$ cat config.mk
export PLATFORM = sky130hd
export DESIGN_NAME = nmea_gga_field_splitter
export DESIGN_NICKNAME = d
export VERILOG_FILES = /design/src/rtl/ngfs_pkg.sv /design/src/rtl/nmea_gga_field_splitter.sv /design/src/rtl/ngfs_front.sv /design/src/rtl/ngfs_queue.sv /design/src/rtl/ngfs_back.sv
export SDC_FILE = /design/constraint.sdc
export NUM_CORES = 1
export LEC_CHECK = 0
export BUFFER_PORTS_ARGS = -buffer_cell sky130_fd_sc_hd__buf_4
export CORE_MARGIN = 2
export CORE_UTILIZATION = 40
export CTS_CLUSTER_DIAMETER = 100
export DETAILED_ROUTE_END_ITERATION = 10
export GPL_ROUTABILITY_DRIVEN = 0
export PLACE_DENSITY = 0.63
export SYNTH_ARGS = -nofsm -noshare
export SYNTH_HDL_FRONTEND = slang
export SYNTH_SLANG_ARGS = --single-unit
$ cat constraint.sdc
create_clock -name clk -period 9.7 [get_ports clk]
set_input_delay 1.94 -clock clk [delete_from_list [all_inputs] [get_ports clk]]
set_output_delay 1.94 -clock clk [all_outputs]
set_load 0.005 [all_outputs]
$ cat src/rtl/ngfs_pkg.sv
package ngfs_pkg;

  // Field widths
  localparam int unsigned BYTE_W      = 8;
  localparam int unsigned FIELD_NUM_W = 6;
  localparam int unsigned HDR_LEN_W   = 3;
  localparam int unsigned HDR_PAT_W   = 48;
  localparam int unsigned HDR_CHARS   = 6;

  // Configuration port geometry
  localparam int unsigned CFG_DATA_W = 64;
  localparam int unsigned CFG_ADDR_W = 5;
  localparam int unsigned CFG_IDX_W  = 2;

  // Default depth of the queue between front and back
  localparam int unsigned QUEUE_DEPTH_DEF = 4;

  // Register reset values
  localparam logic [HDR_PAT_W-1:0] HDR_PATTERN_RST = 48'h24474E474741;
  localparam logic [HDR_LEN_W-1:0] HDR_LENGTH_RST  = 3'd6;
  localparam logic [BYTE_W-1:0]    MAX_LENGTH_RST  = 8'd100;

  // Special characters
  localparam logic [BYTE_W-1:0] CHAR_CR    = 8'h0d;
  localparam logic [BYTE_W-1:0] CHAR_LF    = 8'h0a;
  localparam logic [BYTE_W-1:0] CHAR_COMMA = 8'h2c;

  // Register indexes
  localparam logic [CFG_IDX_W-1:0] REG_HDR_PATTERN = 2'd0;
  localparam logic [CFG_IDX_W-1:0] REG_HDR_LENGTH  = 2'd1;
  localparam logic [CFG_IDX_W-1:0] REG_MAX_LENGTH  = 2'd2;

  typedef enum logic [1:0] {
    KIND_CHAR     = 2'd0,
    KIND_END_OK   = 2'd1,
    KIND_END_LONG = 2'd2
  } ngfs_kind_t;

  typedef struct packed {
    logic [HDR_PAT_W-1:0] hdr_pattern;
    logic [HDR_LEN_W-1:0] hdr_length;
    logic [BYTE_W-1:0]    max_length;
  } ngfs_cfg_t;

  typedef struct packed {
    ngfs_kind_t             kind;
    logic [FIELD_NUM_W-1:0] field_number;
    logic [BYTE_W-1:0]      char_position;
    logic [BYTE_W-1:0]      char_value;
    logic [BYTE_W-1:0]      sentence_length;
  } ngfs_result_t;

endpackage

$ cat src/rtl/nmea_gga_field_splitter.sv
// Channel | Direction | Handshake          | Payload
// in_     | input     | in_tvalid/tready   | tdata[7:0] rx_byte
// out_    | output    | out_tvalid/tready  | tuser kind; tdata field, position, char, length
// cfg_    | input     | psel/penable/ready | 64-bit registers at byte address 8*index
//
// One byte is taken every cycle while the queue has room; a result passes through
// the queue write and then the output register before it reaches out_tdata.
// Reset (synchronous, rst_n low) returns to header hunting and empties the queue.
// When out_tready stays low the queue of QUEUE_DEPTH entries and the output
// register fill, then in_tready drops; bytes that give no result wait for it as well.
module nmea_gga_field_splitter
  import ngfs_pkg::*;
#(
  parameter int unsigned QUEUE_DEPTH = QUEUE_DEPTH_DEF
) (
  input  logic                  clk,
  input  logic                  rst_n,
  // tdata: [7:0] rx_byte
  input  logic                  in_tvalid,
  output logic                  in_tready,
  input  logic [7:0]            in_tdata,
  output logic                  out_tvalid,
  input  logic                  out_tready,
  // tdata: [5:0] field_number, [13:6] char_position, [21:14] char_value,
  //        [29:22] sentence_length, [31:30] zero
  output logic [31:0]           out_tdata,
  // tuser: [1:0] result_kind
  output logic [1:0]            out_tuser,
  input  logic                  cfg_psel,
  input  logic                  cfg_penable,
  input  logic                  cfg_pwrite,
  input  logic [CFG_ADDR_W-1:0] cfg_paddr,
  input  logic [CFG_DATA_W-1:0] cfg_pwdata,
  output logic [CFG_DATA_W-1:0] cfg_prdata,
  output logic                  cfg_pready
);

  ngfs_cfg_t       cfg_r;
  logic [CFG_IDX_W-1:0] cfg_idx;
  logic            cfg_wr;
  logic            in_accept;
  logic            push;
  ngfs_result_t    push_data;
  logic            pop;
  ngfs_result_t    head;
  logic            not_empty;
  logic            not_full;

  // Register file
  assign cfg_pready = 1'b1;
  assign cfg_idx    = cfg_paddr[CFG_ADDR_W-1:3];
  assign cfg_wr     = cfg_psel && cfg_penable && cfg_pwrite && cfg_pready;

  always_ff @(posedge clk) begin
    if (!rst_n) begin
      cfg_r.hdr_pattern <= HDR_PATTERN_RST;
      cfg_r.hdr_length  <= HDR_LENGTH_RST;
      cfg_r.max_length  <= MAX_LENGTH_RST;
    end else if (cfg_wr) begin
      unique case (cfg_idx)
        REG_HDR_PATTERN: cfg_r.hdr_pattern <= cfg_pwdata[HDR_PAT_W-1:0];
        REG_HDR_LENGTH:  cfg_r.hdr_length  <= cfg_pwdata[HDR_LEN_W-1:0];
        REG_MAX_LENGTH:  cfg_r.max_length  <= cfg_pwdata[BYTE_W-1:0];
        default: begin
        end
      endcase
    end
  end

  always_comb begin
    unique case (cfg_idx)
      REG_HDR_PATTERN: cfg_prdata = CFG_DATA_W'(cfg_r.hdr_pattern);
      REG_HDR_LENGTH:  cfg_prdata = CFG_DATA_W'(cfg_r.hdr_length);
      REG_MAX_LENGTH:  cfg_prdata = CFG_DATA_W'(cfg_r.max_length);
      default:         cfg_prdata = '0;
    endcase
  end

  // Take a byte while the queue has room
  assign in_tready = not_full;
  assign in_accept = in_tvalid && in_tready;

  ngfs_front u_front (
    .clk       (clk),
    .rst_n     (rst_n),
    .cfg       (cfg_r),
    .accept    (in_accept),
    .rx_byte   (in_tdata),
    .push      (push),
    .push_data (push_data)
  );

  ngfs_queue #(
    .DEPTH (QUEUE_DEPTH)
  ) u_queue (
    .clk       (clk),
    .rst_n     (rst_n),
    .push      (push),
    .push_data (push_data),
    .pop       (pop),
    .head      (head),
    .not_empty (not_empty),
    .not_full  (not_full)
  );

  ngfs_back u_back (
    .clk        (clk),
    .rst_n      (rst_n),
    .head       (head),
    .head_valid (not_empty),
    .pop        (pop),
    .out_tvalid (out_tvalid),
    .out_tready (out_tready),
    .out_tdata  (out_tdata),
    .out_tuser  (out_tuser)
  );

endmodule

$ cat src/rtl/ngfs_front.sv
module ngfs_front
  import ngfs_pkg::*;
(
  input  logic              clk,
  input  logic              rst_n,
  input  ngfs_cfg_t         cfg,
  input  logic              accept,
  input  logic [BYTE_W-1:0] rx_byte,
  output logic              push,
  output ngfs_result_t      push_data
);

  typedef enum logic [1:0] {
    ST_HUNT = 2'b01,
    ST_BODY = 2'b10
  } ngfs_state_t;

  ngfs_state_t            state_r, state_nxt;
  logic [HDR_LEN_W-1:0]   match_cnt_r, match_cnt_nxt;
  logic [FIELD_NUM_W-1:0] field_r, field_nxt;
  logic [BYTE_W-1:0]      pos_r, pos_nxt;
  logic [BYTE_W-1:0]      len_r, len_nxt;

  logic [HDR_LEN_W-1:0]   eff_len;
  logic [BYTE_W-1:0]      hdr_char;
  logic [BYTE_W-1:0]      len_inc;
  logic                   is_eol;

  // Clamp header length to one through six
  always_comb begin
    if (cfg.hdr_length == '0) begin
      eff_len = HDR_LEN_W'(1);
    end else if (cfg.hdr_length > HDR_LEN_W'(HDR_CHARS)) begin
      eff_len = HDR_LEN_W'(HDR_CHARS);
    end else begin
      eff_len = cfg.hdr_length;
    end
  end

  // Select the expected header character, first one in the top byte
  always_comb begin
    unique case (match_cnt_r)
      3'd0:    hdr_char = cfg.hdr_pattern[47:40];
      3'd1:    hdr_char = cfg.hdr_pattern[39:32];
      3'd2:    hdr_char = cfg.hdr_pattern[31:24];
      3'd3:    hdr_char = cfg.hdr_pattern[23:16];
      3'd4:    hdr_char = cfg.hdr_pattern[15:8];
      3'd5:    hdr_char = cfg.hdr_pattern[7:0];
      3'd6:    hdr_char = cfg.hdr_pattern[47:40];
      default: hdr_char = cfg.hdr_pattern[39:32];
    endcase
  end

  assign is_eol  = (rx_byte == CHAR_CR) || (rx_byte == CHAR_LF);
  assign len_inc = (len_r == '1) ? len_r : len_r + BYTE_W'(1);

  // Classify the byte and advance the sentence counters
  always_comb begin
    state_nxt     = state_r;
    match_cnt_nxt = match_cnt_r;
    field_nxt     = field_r;
    pos_nxt       = pos_r;
    len_nxt       = len_r;
    push          = 1'b0;
    push_data     = '{kind: KIND_CHAR, field_number: field_r, char_position: pos_r,
                      char_value: rx_byte, sentence_length: len_inc};
    if (accept) begin
      unique case (state_r)
        ST_HUNT: begin
          if ((match_cnt_r < eff_len) && (rx_byte == hdr_char)) begin
            if (match_cnt_r + HDR_LEN_W'(1) >= eff_len) begin
              match_cnt_nxt = '0;
              state_nxt     = ST_BODY;
              field_nxt     = '0;
              pos_nxt       = '0;
              len_nxt       = '0;
            end else begin
              match_cnt_nxt = match_cnt_r + HDR_LEN_W'(1);
            end
          end else begin
            match_cnt_nxt = '0;
          end
        end
        ST_BODY: begin
          if (is_eol) begin
            push                      = 1'b1;
            push_data.kind            = (len_r < cfg.max_length) ? KIND_END_OK
                                                                 : KIND_END_LONG;
            push_data.char_value      = '0;
            push_data.sentence_length = len_r;
            state_nxt                 = ST_HUNT;
            match_cnt_nxt             = '0;
            field_nxt                 = '0;
            pos_nxt                   = '0;
            len_nxt                   = '0;
          end else if (rx_byte == CHAR_COMMA) begin
            len_nxt   = len_inc;
            field_nxt = (field_r == '1) ? field_r : field_r + FIELD_NUM_W'(1);
            pos_nxt   = '0;
          end else begin
            push    = 1'b1;
            len_nxt = len_inc;
            pos_nxt = (pos_r == '1) ? pos_r : pos_r + BYTE_W'(1);
          end
        end
        default: begin
          state_nxt = ST_HUNT;
        end
      endcase
    end
  end

  always_ff @(posedge clk) begin
    if (!rst_n) begin
      state_r     <= ST_HUNT;
      match_cnt_r <= '0;
      field_r     <= '0;
      pos_r       <= '0;
      len_r       <= '0;
    end else begin
      state_r     <= state_nxt;
      match_cnt_r <= match_cnt_nxt;
      field_r     <= field_nxt;
      pos_r       <= pos_nxt;
      len_r       <= len_nxt;
    end
  end

endmodule

$ cat src/rtl/ngfs_queue.sv
module ngfs_queue
  import ngfs_pkg::*;
#(
  parameter int unsigned DEPTH = QUEUE_DEPTH_DEF
) (
  input  logic         clk,
  input  logic         rst_n,
  input  logic         push,
  input  ngfs_result_t push_data,
  input  logic         pop,
  output ngfs_result_t head,
  output logic         not_empty,
  output logic         not_full
);

  localparam int unsigned PTR_W = (DEPTH > 1) ? $clog2(DEPTH) : 1;
  localparam int unsigned CNT_W = $clog2(DEPTH + 1);

  ngfs_result_t     mem [DEPTH];
  logic [PTR_W-1:0] wr_ptr_r, wr_ptr_nxt;
  logic [PTR_W-1:0] rd_ptr_r, rd_ptr_nxt;
  logic [CNT_W-1:0] count_r, count_nxt;

  assign not_empty = (count_r != '0);
  assign not_full  = (count_r < CNT_W'(DEPTH));
  assign head      = mem[rd_ptr_r];

  // Advance pointers with wrap at the queue depth
  always_comb begin
    wr_ptr_nxt = wr_ptr_r;
    rd_ptr_nxt = rd_ptr_r;
    count_nxt  = count_r;
    if (push) begin
      wr_ptr_nxt = (wr_ptr_r == PTR_W'(DEPTH - 1)) ? '0 : wr_ptr_r + PTR_W'(1);
    end
    if (pop) begin
      rd_ptr_nxt = (rd_ptr_r == PTR_W'(DEPTH - 1)) ? '0 : rd_ptr_r + PTR_W'(1);
    end
    if (push && !pop) begin
      count_nxt = count_r + CNT_W'(1);
    end else if (pop && !push) begin
      count_nxt = count_r - CNT_W'(1);
    end
  end

  always_ff @(posedge clk) begin
    if (!rst_n) begin
      wr_ptr_r <= '0;
      rd_ptr_r <= '0;
      count_r  <= '0;
    end else begin
      wr_ptr_r <= wr_ptr_nxt;
      rd_ptr_r <= rd_ptr_nxt;
      count_r  <= count_nxt;
    end
  end

  // Store the entry
  always_ff @(posedge clk) begin
    if (push) begin
      mem[wr_ptr_r] <= push_data;
    end
  end

endmodule

$ cat src/rtl/ngfs_back.sv
module ngfs_back
  import ngfs_pkg::*;
(
  input  logic         clk,
  input  logic         rst_n,
  input  ngfs_result_t head,
  input  logic         head_valid,
  output logic         pop,
  output logic         out_tvalid,
  input  logic         out_tready,
  output logic [31:0]  out_tdata,
  output logic [1:0]   out_tuser
);

  logic         valid_r;
  ngfs_result_t data_r;

  // Reload the output register whenever it is empty or being drained
  assign pop = head_valid && (!valid_r || out_tready);

  always_ff @(posedge clk) begin
    if (!rst_n) begin
      valid_r <= 1'b0;
    end else if (!valid_r || out_tready) begin
      valid_r <= head_valid;
    end
  end

  always_ff @(posedge clk) begin
    if (pop) begin
      data_r <= head;
    end
  end

  assign out_tvalid = valid_r;
  assign out_tuser  = data_r.kind;
  assign out_tdata  = {2'b00, data_r.sentence_length, data_r.char_value,
                       data_r.char_position, data_r.field_number};

endmodule

==> impl_results.md, run 1 <==
- Outcome: complete, no violations
- FF-to-FF setup slack: about 5300 ps
- I/O pins: 185
- CP Launch Point: cfg_paddr[4]
- Sequential Area: 6689 um2
- Largest net degree at the start of global routing: between 50 and 60
- Vias/cell: 5.263
- Cell Area, Synth: 11060 um2
- FF-to-FF End: u_front.field_r[3]
- Initial DRC Count: 502
- Post-CTS sizing: 0
- First-pass GRT wire length: 38620 um
- Top delay family on crit path: buffers and inverters
- FF-to-FF path depth: 10
- # diodes: 0
- Hold Crit Depth: 2
- Area growth from synthesis to layout: 20.21%
- Worst Path Required: 7760 ps
- Syn_area_per_cell: 12.05 um2
- Critical Path Max Stage Delay: 320 ps
- Max-slew headroom: 0.3804
- DR vias: roughly 7400
- Hold bufs inserted after CTS: 0
- CP Capture Type: output pin
- Critical Path Start Type: input port
- Rows: 60
- Input/output buffers: 146
- Wire length per cell: 17.44 um
- Worst r2r src: u_front.match_cnt_r[2]
- Fmax achieved: 207.0 MHz
- Synth top area cells: edfxtp_1 43%, dfxtp_1 17%, mux4_2 6.5%, nand2_1 4.6%, ha_1 3.3%
- Yosys reg bits: roughly 250
- Worst-Margin Slew: 929.4 ps
- Post-synth EDFFs: 160
- Routed wire length: 24540 um
- RSZ-0062 raised after global routing: false
- Slew Viols, Final: 0
- Inserted Clock Buffers: 27
- Peak VDD IR: 0.1566 mV
- Critical-path top delay cell: buf_4
- Post-CTS Setup Inserts: 0
- Post-DP HPWL: around 16000 um
- Count of different cell masters after synthesis: 54
- Clock Latency Late Sink: about 540 ps
- Root buf cell: clkbuf_16
- Hold endpoint: cfg_r[46]
- Final setup fails: 0
- Pwr/cell area: 202.7 nW/um2
- Clk sinks: 254
- Max Cap Viol: 0
- Area leader, netlist: edfxtp_1
- Setup Skew: between 15 and 20 ps
- Initial Util: 0.4092
- Crit path top cell by count: buf_4
- Clock slew at reported path FFs: approximately 60 ps
- Vias in the first global route: 7113
- Initial antenna violation count: 0
- Worst path cell trace: buf_4 -> nor2_1 -> buf_4 -> and2_1 -> buf_4
- Static Leak: 5.064 nW
- Hold Path Origin: cfg_r[46]
- Fin crit period: 4831 ps
- Clk buf depth: 3
- Fin nets: approximately 1200
- Synth top area share: 0.4345
- Sequential cell area fraction in the yosys report: 0.6047
- Share of async-settable or async-resettable flops after synthesis: 0
- Initial DRT Pass Iterations: 5
- Worst hold path type: flip-flop to flip-flop
- Core ar.: 27030 um2
- CP Max Fanout: 40
- Total GRT Usage: 0.1680
- Post-synth top flop: edfxtp_1
- Die X: 170.3 um
- CP bufs+invs: 3
- Die Area: 28990 um2
- Total congestion overflow: 0
- Fraction of layout cells with a size suffix above 1: 0.2261
- Die Y: 170.3 um
- Synth Instances: roughly 920
- H-tree levels: 1
- Final Cycle Share: 0.4981
- Most common library cells after synthesis: 160 x edfxtp_1, 136 x nand2_1, 94 x dfxtp_1
- Synth warn: 0
- Final hold slack: 469.6 ps
- Kind of critical path: input port to output pin
- ANT nets after route: 0
- # fillers: roughly 2400
- DRC: 0
- Most frequent cell after synthesis: edfxtp_1
- Area used by multi-input combinational logic: around 4000 um2
- CP arrival: 2890 ps
- CTS tree: yes
- TNS Setup: 0 ps
- Final Hold Viols: 0
==> power breakdown <==
group | internal (mW) | switching [mW]
clock network | 0.640 | 0.407
registers | 1.25 | 0.0558
logic | 0.190 | 0.156
total | 2.08 | 0.619
==> state kept, by name, summed over array words and instances (netlist names), 2 cells and up <==
signal	flops
u_front.field_r	6
u_queue.count_r	3
u_queue.rd_ptr_r	2
u_back.out_tdata	30
u_queue.mem	128
u_front.match_cnt_r	3
u_front.state_r	2
cfg_r	59
u_front.len_r	8
u_back.out_tuser	2
u_front.pos_r	8
u_queue.wr_ptr_r	2
==> cell type report <==
| cell class | count | share of cell area |
|---|---|---|
| clock inverter | 15 | 0.01355 |
| inverter | 24 | 0.006777 |
| sequential | 254 | 0.5032 |
| timing repair buffer | 153 | 0.08641 |
| multi-input combinational | 585 | 0.3026 |
| tap | 341 | 0.03210 |
| clock buffer | 35 | 0.05535 |
==> kinds of logic (layout without fill, tap and decap cells) <==
family / Yosys count / in the layout / share of synthesized area
simple gates: 325 / 325 / 0.1396
flops: 254 / 254 / 0.6047
compound gates: 145 / 145 / 0.08622
buf+inv: 96 / 227 / 0.03926
mux: 54 / 54 / 0.08531
fa+ha+maj: 31 / 31 / 0.03553
xor+xnor: 11 / 11 / 0.008712
other cells: 2 / 19 / 0.0006791
==> stage by stage <==
| stage | power [mW] | utilization | instance area (um2) | cells | worst slack (ps) |
|---|---|---|---|---|---|
| after floorplan | 1.498 | - | 11120 | 935 | 4689 |
| after CTS | 2.733 | 0.4919 | 13290 | 1407 | 4857 |
| after global placement | 1.678 | 0.4580 | 12380 | 1357 | 4849 |
| after detailed placement | 1.681 | 0.4580 | 12380 | 1357 | 4864 |
| after global routing | 2.814 | 0.4919 | 13290 | 1407 | 4791 |
| final | 2.695 | 0.4919 | 13290 | 1407 | 4869 |
==> placed cells by master (no fill, tap or decap), drive strengths merged, types with 4 or more instances in the layout <==
cell / count
mux4: 32
inv: 25
and3: 12
o211ai: 6
buf: 153
and2: 50
clkinv: 7
nand2: 136
a31oi: 23
xor2: 6
nand2b: 8
nand3: 37
ha: 29
a211oi: 7
a21oi: 43
conb: 19
nor3: 10
a22o: 7
a21o: 8
mux2i: 20
bufinv: 4
a222oi: 8
nand3b: 7
o22ai: 7
xnor2: 5
edfxtp: 160
nor2b: 5
o21a: 4
o21ai: 16
nor2: 45
clkbuf: 35
dfxtp: 94
==> worst register-to-register path, stage by stage, from the launching register on <==
cell and delay [ps]:
dfxtp_1 670, inv_1 100, ha_1 340, a2111o_1 660
nor2_1 180, a31oi_1 70, or4_1 430, a2111o_1 470
o21ai_2 650, nand4_1 380, o41ai_1 380
==> worst max-delay path by stage <==
stage                                     to  cells after the start
final                         cfg_prdata[11]                      5
after global routing          cfg_prdata[46]                      5
after CTS                     cfg_prdata[11]                      5
after detailed placement      cfg_prdata[11]                      5
after global placement        cfg_prdata[28]                      5
after floorplan           u_queue.count_r[2]                      9
==> routing by layer <==
| metal | track usage | routed length [um] | up-vias |
|---|---|---|---|
| met5 | 0 | 0 | - |
| met1 | 0.2342 | 11220 | 3572 |
| met2 | 0.2685 | 11180 | 233 |
| li1 | - | - | 3572 |
| met3 | 0.03907 | 1777 | 28 |
| met4 | 0.03716 | 362 | 0 |
Power figures use the tool's default switching activity.
==> run 2, diff against run 1 <==
Settings changed: ABC_AREA set to 1.
Clock period 9.7 ns to 4.6 ns, I/O delays scaled along.
==> impl_results.md, run 2 <==
- Outcome: complete, no violations
- Area leader, netlist: edfxtp_1
- Most common library cells after synthesis: 196 x nor2_1, 172 x nand2_1, 160 x edfxtp_1
- Area growth from synthesis to layout: 20.94%
- Rows: 61 (+1.7%)
- Fraction of layout cells with a size suffix above 1: 0.1631 (-0.06302)
- Fin crit period: 3317 ps
- Max reg flops: 128 (unchanged)
- Cell Area, Placed: 12760 um2 (+3.1%)
- Largest net degree at the start of global routing: 85 (+44%)
- Biggest register: u_queue.mem
- Final setup fails: 0 (unchanged)
- Yosys reg bits: 254 (unchanged)
- Core Util, Final: 0.4936 (+0.001793)
- Synth top area share: 0.4225 (-0.01195)
- Vias/cell: 4.881 (-7.3%)
- Input/output buffers: 146 (unchanged)
- Synth Instances: 1233 (+34%)
- Wire length per cell: 14.60 um (-16%)
- Total congestion overflow: 0 (unchanged)
- Root buf cell: clkbuf_16
- Final hold slack: 471.5 ps (+1.843 ps)
- Clock Latency Late Sink: 530 ps (about the same)
- Setup Skew: 10.88 ps (-8.704 ps)
- Initial Util: 0.4082 (-0.0009924)
- Max Cap Viol: 0 (unchanged)
- Total GRT Usage: 0.1683 (+0.0003310)
- # diodes: 0 (unchanged)
- Commonest non-fill, non-tap cell in the layout: nor2_1
- CP Max Fanout: 23 (-43%)
- Final Hold Viols: 0 (unchanged)
- Inst Count DP: 1712 (+26%)
- Core ar.: 27860 um2 (+3.1%)
- Area used by multi-input combinational logic: 3857 um2 (-4.1%)
- Post-synth EDFFs: 160 (unchanged)
- Clk buf depth: 3 (unchanged)
- Slew Viols, Final: 0 (unchanged)
- CP arrival: 3790 ps (+900 ps)
- Kind of critical path: flip-flop to flip-flop
- Most frequent cells in the layout: 191 x nor2_1, 172 x nand2_1, 160 x edfxtp_1
- Static Leak: 5.678 nW (+12%)
- Synth warn: 0 (unchanged)
- Post-synth top flop: edfxtp_1
- Count of different cell masters after synthesis: 38 (-30%)
- Hold bufs inserted after CTS: 0 (unchanged)
- Post-Layout Inst Area: 13750 um2 (+3.5%)
- Post-CTS Setup Inserts: 0 (unchanged)
- Pwr/cell area: 459.5 nW/um2 (+130%)
- # fillers: 2648 (+8.4%)
- First-pass GRT wire length: 41430 um (+7.3%)
- RSZ-0062 raised after global routing: false
- CP Capture Type: flip-flop
- Worst hold path type: flip-flop to flip-flop
- CTS tree: yes
- Post-CTS sizing: 0 (unchanged)
- Sequential Area: 6688 um2 (about the same)
- Share of async-settable or async-resettable flops after synthesis: 0 (unchanged)
- Inserted Clock Buffers: 28 (+3.7%)
- Post-DP HPWL: 16790 um (+4.5%)
- DRC: 0 (unchanged)
- Routed wire length: 25760 um (+5.0%)
- Clock slew at reported path FFs: 60 ps (about the same)
- Sequential cell area fraction in the yosys report: 0.5880 (-0.01663)
- Vias in the first global route: 8071 (+13%)
- Die Y: 172.6 um (+1.4%)
- Peak VDD IR: 0.2452 mV (+57%)
- Cell Area, Synth: 11370 um2 (+2.8%)
- Synth top area cells: edfxtp_1 42%, dfxtp_1 17%, nor2_1 6.5%, nand2_1 5.7%, o21ai_0 5.5%
- Die Area: 29790 um2 (+2.8%)
- Initial DRC Count: 477 (-5.0%)
- H-tree levels: 1 (unchanged)
- Finished Layout Cells: 1764 (+25%)
- Most frequent cell after synthesis: nor2_1
- Worst Path Required: 5070 ps (-2690 ps)
- Fin nets: 1478 (+28%)
- TNS Setup: 0 ps (unchanged)
- Max-slew headroom: 0.3259 (-0.05452)
- Setup ws final: 1283 ps (-3585 ps)
- Critical Path Start Type: flip-flop
- ANT nets after route: 0 (unchanged)
- Final Cycle Share: 0.7210
- Syn_area_per_cell: 9.222 um2 (-23%)
- Die X: 172.6 um (+1.4%)
- Fmax achieved: a little over 300 MHz
- I/O pins: 185 (unchanged)
- DR vias: 8610 (+16%)
- Dpl ws: 1314 ps (-3549 ps)
- Clk sinks: 254 (unchanged)
- Initial antenna violation count: 1 (+1)
- Worst-Margin Slew: 1010 ps (+80.67 ps)
- Initial DRT Pass Iterations: 5 (unchanged)
- Power Total: 6.318 mW (+130%)
==> run 2: cell types whose count changed in the layout (fill, tap and decap cells not counted), moves of 23 or more <==
cell / previous run / this run
a31oi_1: 23 / 0
and2_1: 46 / 1
inv_1: 23 / 143
mux4_2: 32 / 0
nand2_1: 136 / 172
nor2_1: 45 / 191
o21ai_0: 15 / 125
o22ai_1: 7 / 33
==> run 2: cell type report <==
| class | count | share of cell area |
|---|---|---|
| Clock inverter | 8 | 0.009098 |
| Inverter | 147 | 0.04021 |
| Clock buffer | 44 | 0.06269 |
| Timing Repair Buffer | 159 | 0.08680 |
| Multi-Input combinational cell | 774 | 0.2805 |
| Sequential cell | 254 | 0.4863 |
| Tap cell | 378 | 0.03439 |
==> run 2: power breakdown <==
part	switching, mW	internal (mW)	leakage, nW
logic	0.760	0.470	2.94
clock network	0.874	1.45	0.489
registers	0.0557	2.70	2.25
total	1.69	4.63	5.68
==> run 2: worst paths after layout <==
kind | end | cells past startpoint | from | slack [ps]
setup / recovery | u_front.pos_r[6] | 17 | u_front.match_cnt_r[2] | 1280
hold / removal | cfg_r[23] | 2 | cfg_r[23] | 470
setup reg to reg | u_front.pos_r[6] | 17 | u_front.match_cnt_r[2] | 1280
hold reg to reg | cfg_r[23] | 2 | cfg_r[23] | 470
==> run 2: cell families (layout without fill, tap and decap cells) <==
logic type      Yosys count  count (layout)  synth area share
xor+xnor                  4               4          0.003081
flops                   254             254            0.5880
simple gates            467             467            0.1710
compound gates          254             254            0.1231
buf+inv                 222             358           0.08043
fa+ha+maj                30              30           0.03367
other cells               2              19         0.0006605
==> run 2: critical path, cell delays in order (launching register included) <==
cell,delay (ps)
dfxtp_1,700
inv_2,160
ha_1,370
inv_1,110
nand2_1,100
nor2_4,210
nand3_1,120
nand3_1,100
nand2_1,50
nor2_1,100
nand2_1,70
nor2_2,90
nand3_1,90
nand2_2,390
nand3_2,300
nand2_1,120
nand2_1,50
nor2_1,100
==> run 2: per-layer routing <==
metal,wire (um),GRT usage,up-vias
met5,16,0,-
met4,350,0.03561,2
met3,1432,0.02770,29
met2,12180,0.2820,229
met1,11790,0.2310,3967
li1,-,-,4383
==> run 3, diff against run 2 <==
Settings changed: PLACE_DENSITY 0.63 to 0.65.
Clock period 4.6 ns to 2.8 ns, I/O delays scaled along.
==> impl_results.md, run 3 (synthesis gave the netlist of run 2 again) <==
- Outcome: complete, no violations
- # fillers: 2550 (-3.7%)
- Biggest register: u_queue.mem
- Die Area: 29790 um2 (unchanged)
- Critical-path top delay cell: dfxtp_2
- Slew Viols, Final: 0 (unchanged)
- Cell Area, Placed: 12950 um2 (+1.5%)
- Initial antenna violation count: 1 (unchanged)
- Final Hold Viols: 0 (unchanged)
- Worst Path Required: 3240 ps (-1830 ps)
- Wire length per cell: 14.60 um (about the same)
- WP depth: 16 (-1)
- CP arrival: 2960 ps (-830 ps)
- ANT nets after route: 0 (unchanged)
- Inst Count DP: 1730 (+1.1%)
- TNS Setup: 0 ps (unchanged)
- Total GRT Usage: 0.1706 (+0.002252)
- Hold bufs inserted after CTS: 0 (unchanged)
- Initial Util: 0.4082 (unchanged)
- CP bufs+invs: 2 (unchanged)
- Static Leak: 5.693 nW (+0.28%)
- Routed wire length: 26000 um (+0.94%)
- Fmax achieved: 396.1 MHz (+31%)
- Pwr/cell area: 720.7 nW/um2 (+57%)
- I/O pins: 185 (unchanged)
- Initial DRC Count: 559 (+17%)
- H-tree levels: 1 (unchanged)
- Most frequent cells in the layout: 188 x nor2_1, 173 x buf_4, 172 x nand2_1
- Worst r2r src: u_front.match_cnt_r[0]
- Crit path top cell by count: nand2_1
- Worst hold path type: input port to flip-flop
- Worst Setup EP: u_front.len_r[0]
- Vias in the first global route: 8155 (+1.0%)
- Post-DP HPWL: 17570 um (+4.7%)
- Rows: 61 (unchanged)
- CTS tree: yes
- Die Y: 172.6 um (unchanged)
- Setup Skew: 28.28 ps (+17.40 ps)
- DRC: 0 (unchanged)
- CP Capture Type: flip-flop
- Core Util, Final: 0.4974 (+0.003728)
- Finished Layout Cells: 1781 (+0.96%)
- Area growth from synthesis to layout: 21.85%
- Largest net degree at the start of global routing: 45 (-47%)
- DR vias: 8746 (+1.6%)
- First-pass GRT wire length: 41730 um (+0.72%)
- FF-to-FF End: u_front.len_r[0]
- Input/output buffers: 146 (unchanged)
- Vias/cell: 4.911 (+0.61%)
- FF-to-FF setup slack: 280 ps (-1010 ps)
- Initial DRT Pass Iterations: 5 (unchanged)
- Clk buf depth: 3 (unchanged)
- Peak VDD IR: 0.5671 mV (+130%)
- Fraction of layout cells with a size suffix above 1: 0.1818 (+0.01869)
- Die X: 172.6 um (unchanged)
- # diodes: 0 (unchanged)
- Clock Latency Late Sink: 540 ps (about the same)
- CP Max Fanout: 8 (-65%)
- Dpl ws: 63.50 ps (-1251 ps)
- Kind of critical path: flip-flop to flip-flop
- Worst path cell trace: ha_1 -> ha_2 -> inv_1 -> nand2_1 -> nor2_4 -> nand3_1 -> nand3_1 -> nand2_1 -> nor2_1 -> nand2_1 -> nor2_2 -> nand3_2 -> nand2_4 -> buf_4 -> nand3b_1 -> a21oi_1
- Fin crit period: 2524 ps (-792.4 ps)
- Final setup fails: 0 (unchanged)
- Top delay family on crit path: simple AND/OR/NAND/NOR gates
- Critical Path Start Type: flip-flop
- Root buf cell: clkbuf_16
- Clock slew at reported path FFs: 60 ps (about the same)
- Worst-Margin Slew: 670.6 ps (-339.5 ps)
- Fin nets: 1496 (+1.2%)
- Max-slew headroom: 0.5482 (+0.2223)
- Clk sinks: 254 (unchanged)
- Max reg flops: 128 (unchanged)
- FF-to-FF path depth: 16 (-1)
- Post-Layout Inst Area: 13860 um2 (+0.76%)
- Inserted Clock Buffers: 27 (-3.6%)
- Final Cycle Share: 0.9015 (+0.1805)
- CP Launch Point: u_front.match_cnt_r[0]
- Max Cap Viol: 0 (unchanged)
- Critical Path Max Stage Delay: 340 ps (-360 ps)
- Total congestion overflow: 0 (unchanged)
- Setup ws final: 275.7 ps (-1008 ps)
- Commonest non-fill, non-tap cell in the layout: nor2_1
- Core ar.: 27860 um2 (unchanged)
run 3: timing repair:
action,4_1_cts,5_1_grt
buffers inserted,0,0
resized for setup,0,14
endpoints found under the setup margin,0,24
endpoints found under the hold margin,0,0
run 3: how the worst min path moves through the flow:
stage / depth (start not counted) / to / from
2_1_floorplan: 2 / cfg_r[39] / cfg_r[39]
3_3_place_gp: 2 / cfg_r[22] / cfg_r[22]
3_5_place_dp: 2 / cfg_r[23] / cfg_r[23]
4_1_cts: 3 / cfg_r[33] / cfg_pwdata[22]
5_1_grt: 3 / cfg_r[49] / cfg_pwdata[38]
6_report: 3 / cfg_r[43] / cfg_pwdata[32]
run 3: area by class of cell:
type,count,area [um2],share of cell area
Clock buffer,27,675.6,0.04876
Clock inverter,23,173.9,0.01255
Inverter,147,553.0,0.03991
Multi-Input combinational cell,775,3911,0.2823
Sequential cell,254,6690,0.4828
Tap cell,378,473.0,0.03413
Timing Repair Buffer,177,1379,0.09951
run 3: layer usage:
metal / vias up / part of all wire / track usage
li1: 4426 / - / -
met1: 4045 / 0.46 / 0.2306
met2: 229 / 0.47 / 0.2855
met3: 44 / 0.052 / 0.02507
met4: 2 / 0.024 / 0.05021
met5: - / 0.00062 / 0
run 3: worst min-delay path: cells and delay by family:
kind / cells / cell delay, ps
buffers and inverters: 1 / 80
AO/OA/AOI/OAI: 1 / 60
AND/OR/NAND/NOR: 1 / 40
run 3: where the power goes:
part	leakage [nW]	internal, mW	total [mW]	switching [mW]
logic	3.05	0.797	2.04	1.25
clock network	0.396	1.88	3.37	1.49
registers	2.25	4.44	4.57	0.133
total	5.69	7.12	9.99	2.87
run 3: per-stage QoR:
stage,hold WS [ps],power (mW)
after floorplan,444.5,5.776
after global placement,462.6,6.683
after detailed placement,467.9,6.727
after CTS,216.4,10.10
after global routing,224.7,10.48
final,237.6,9.986
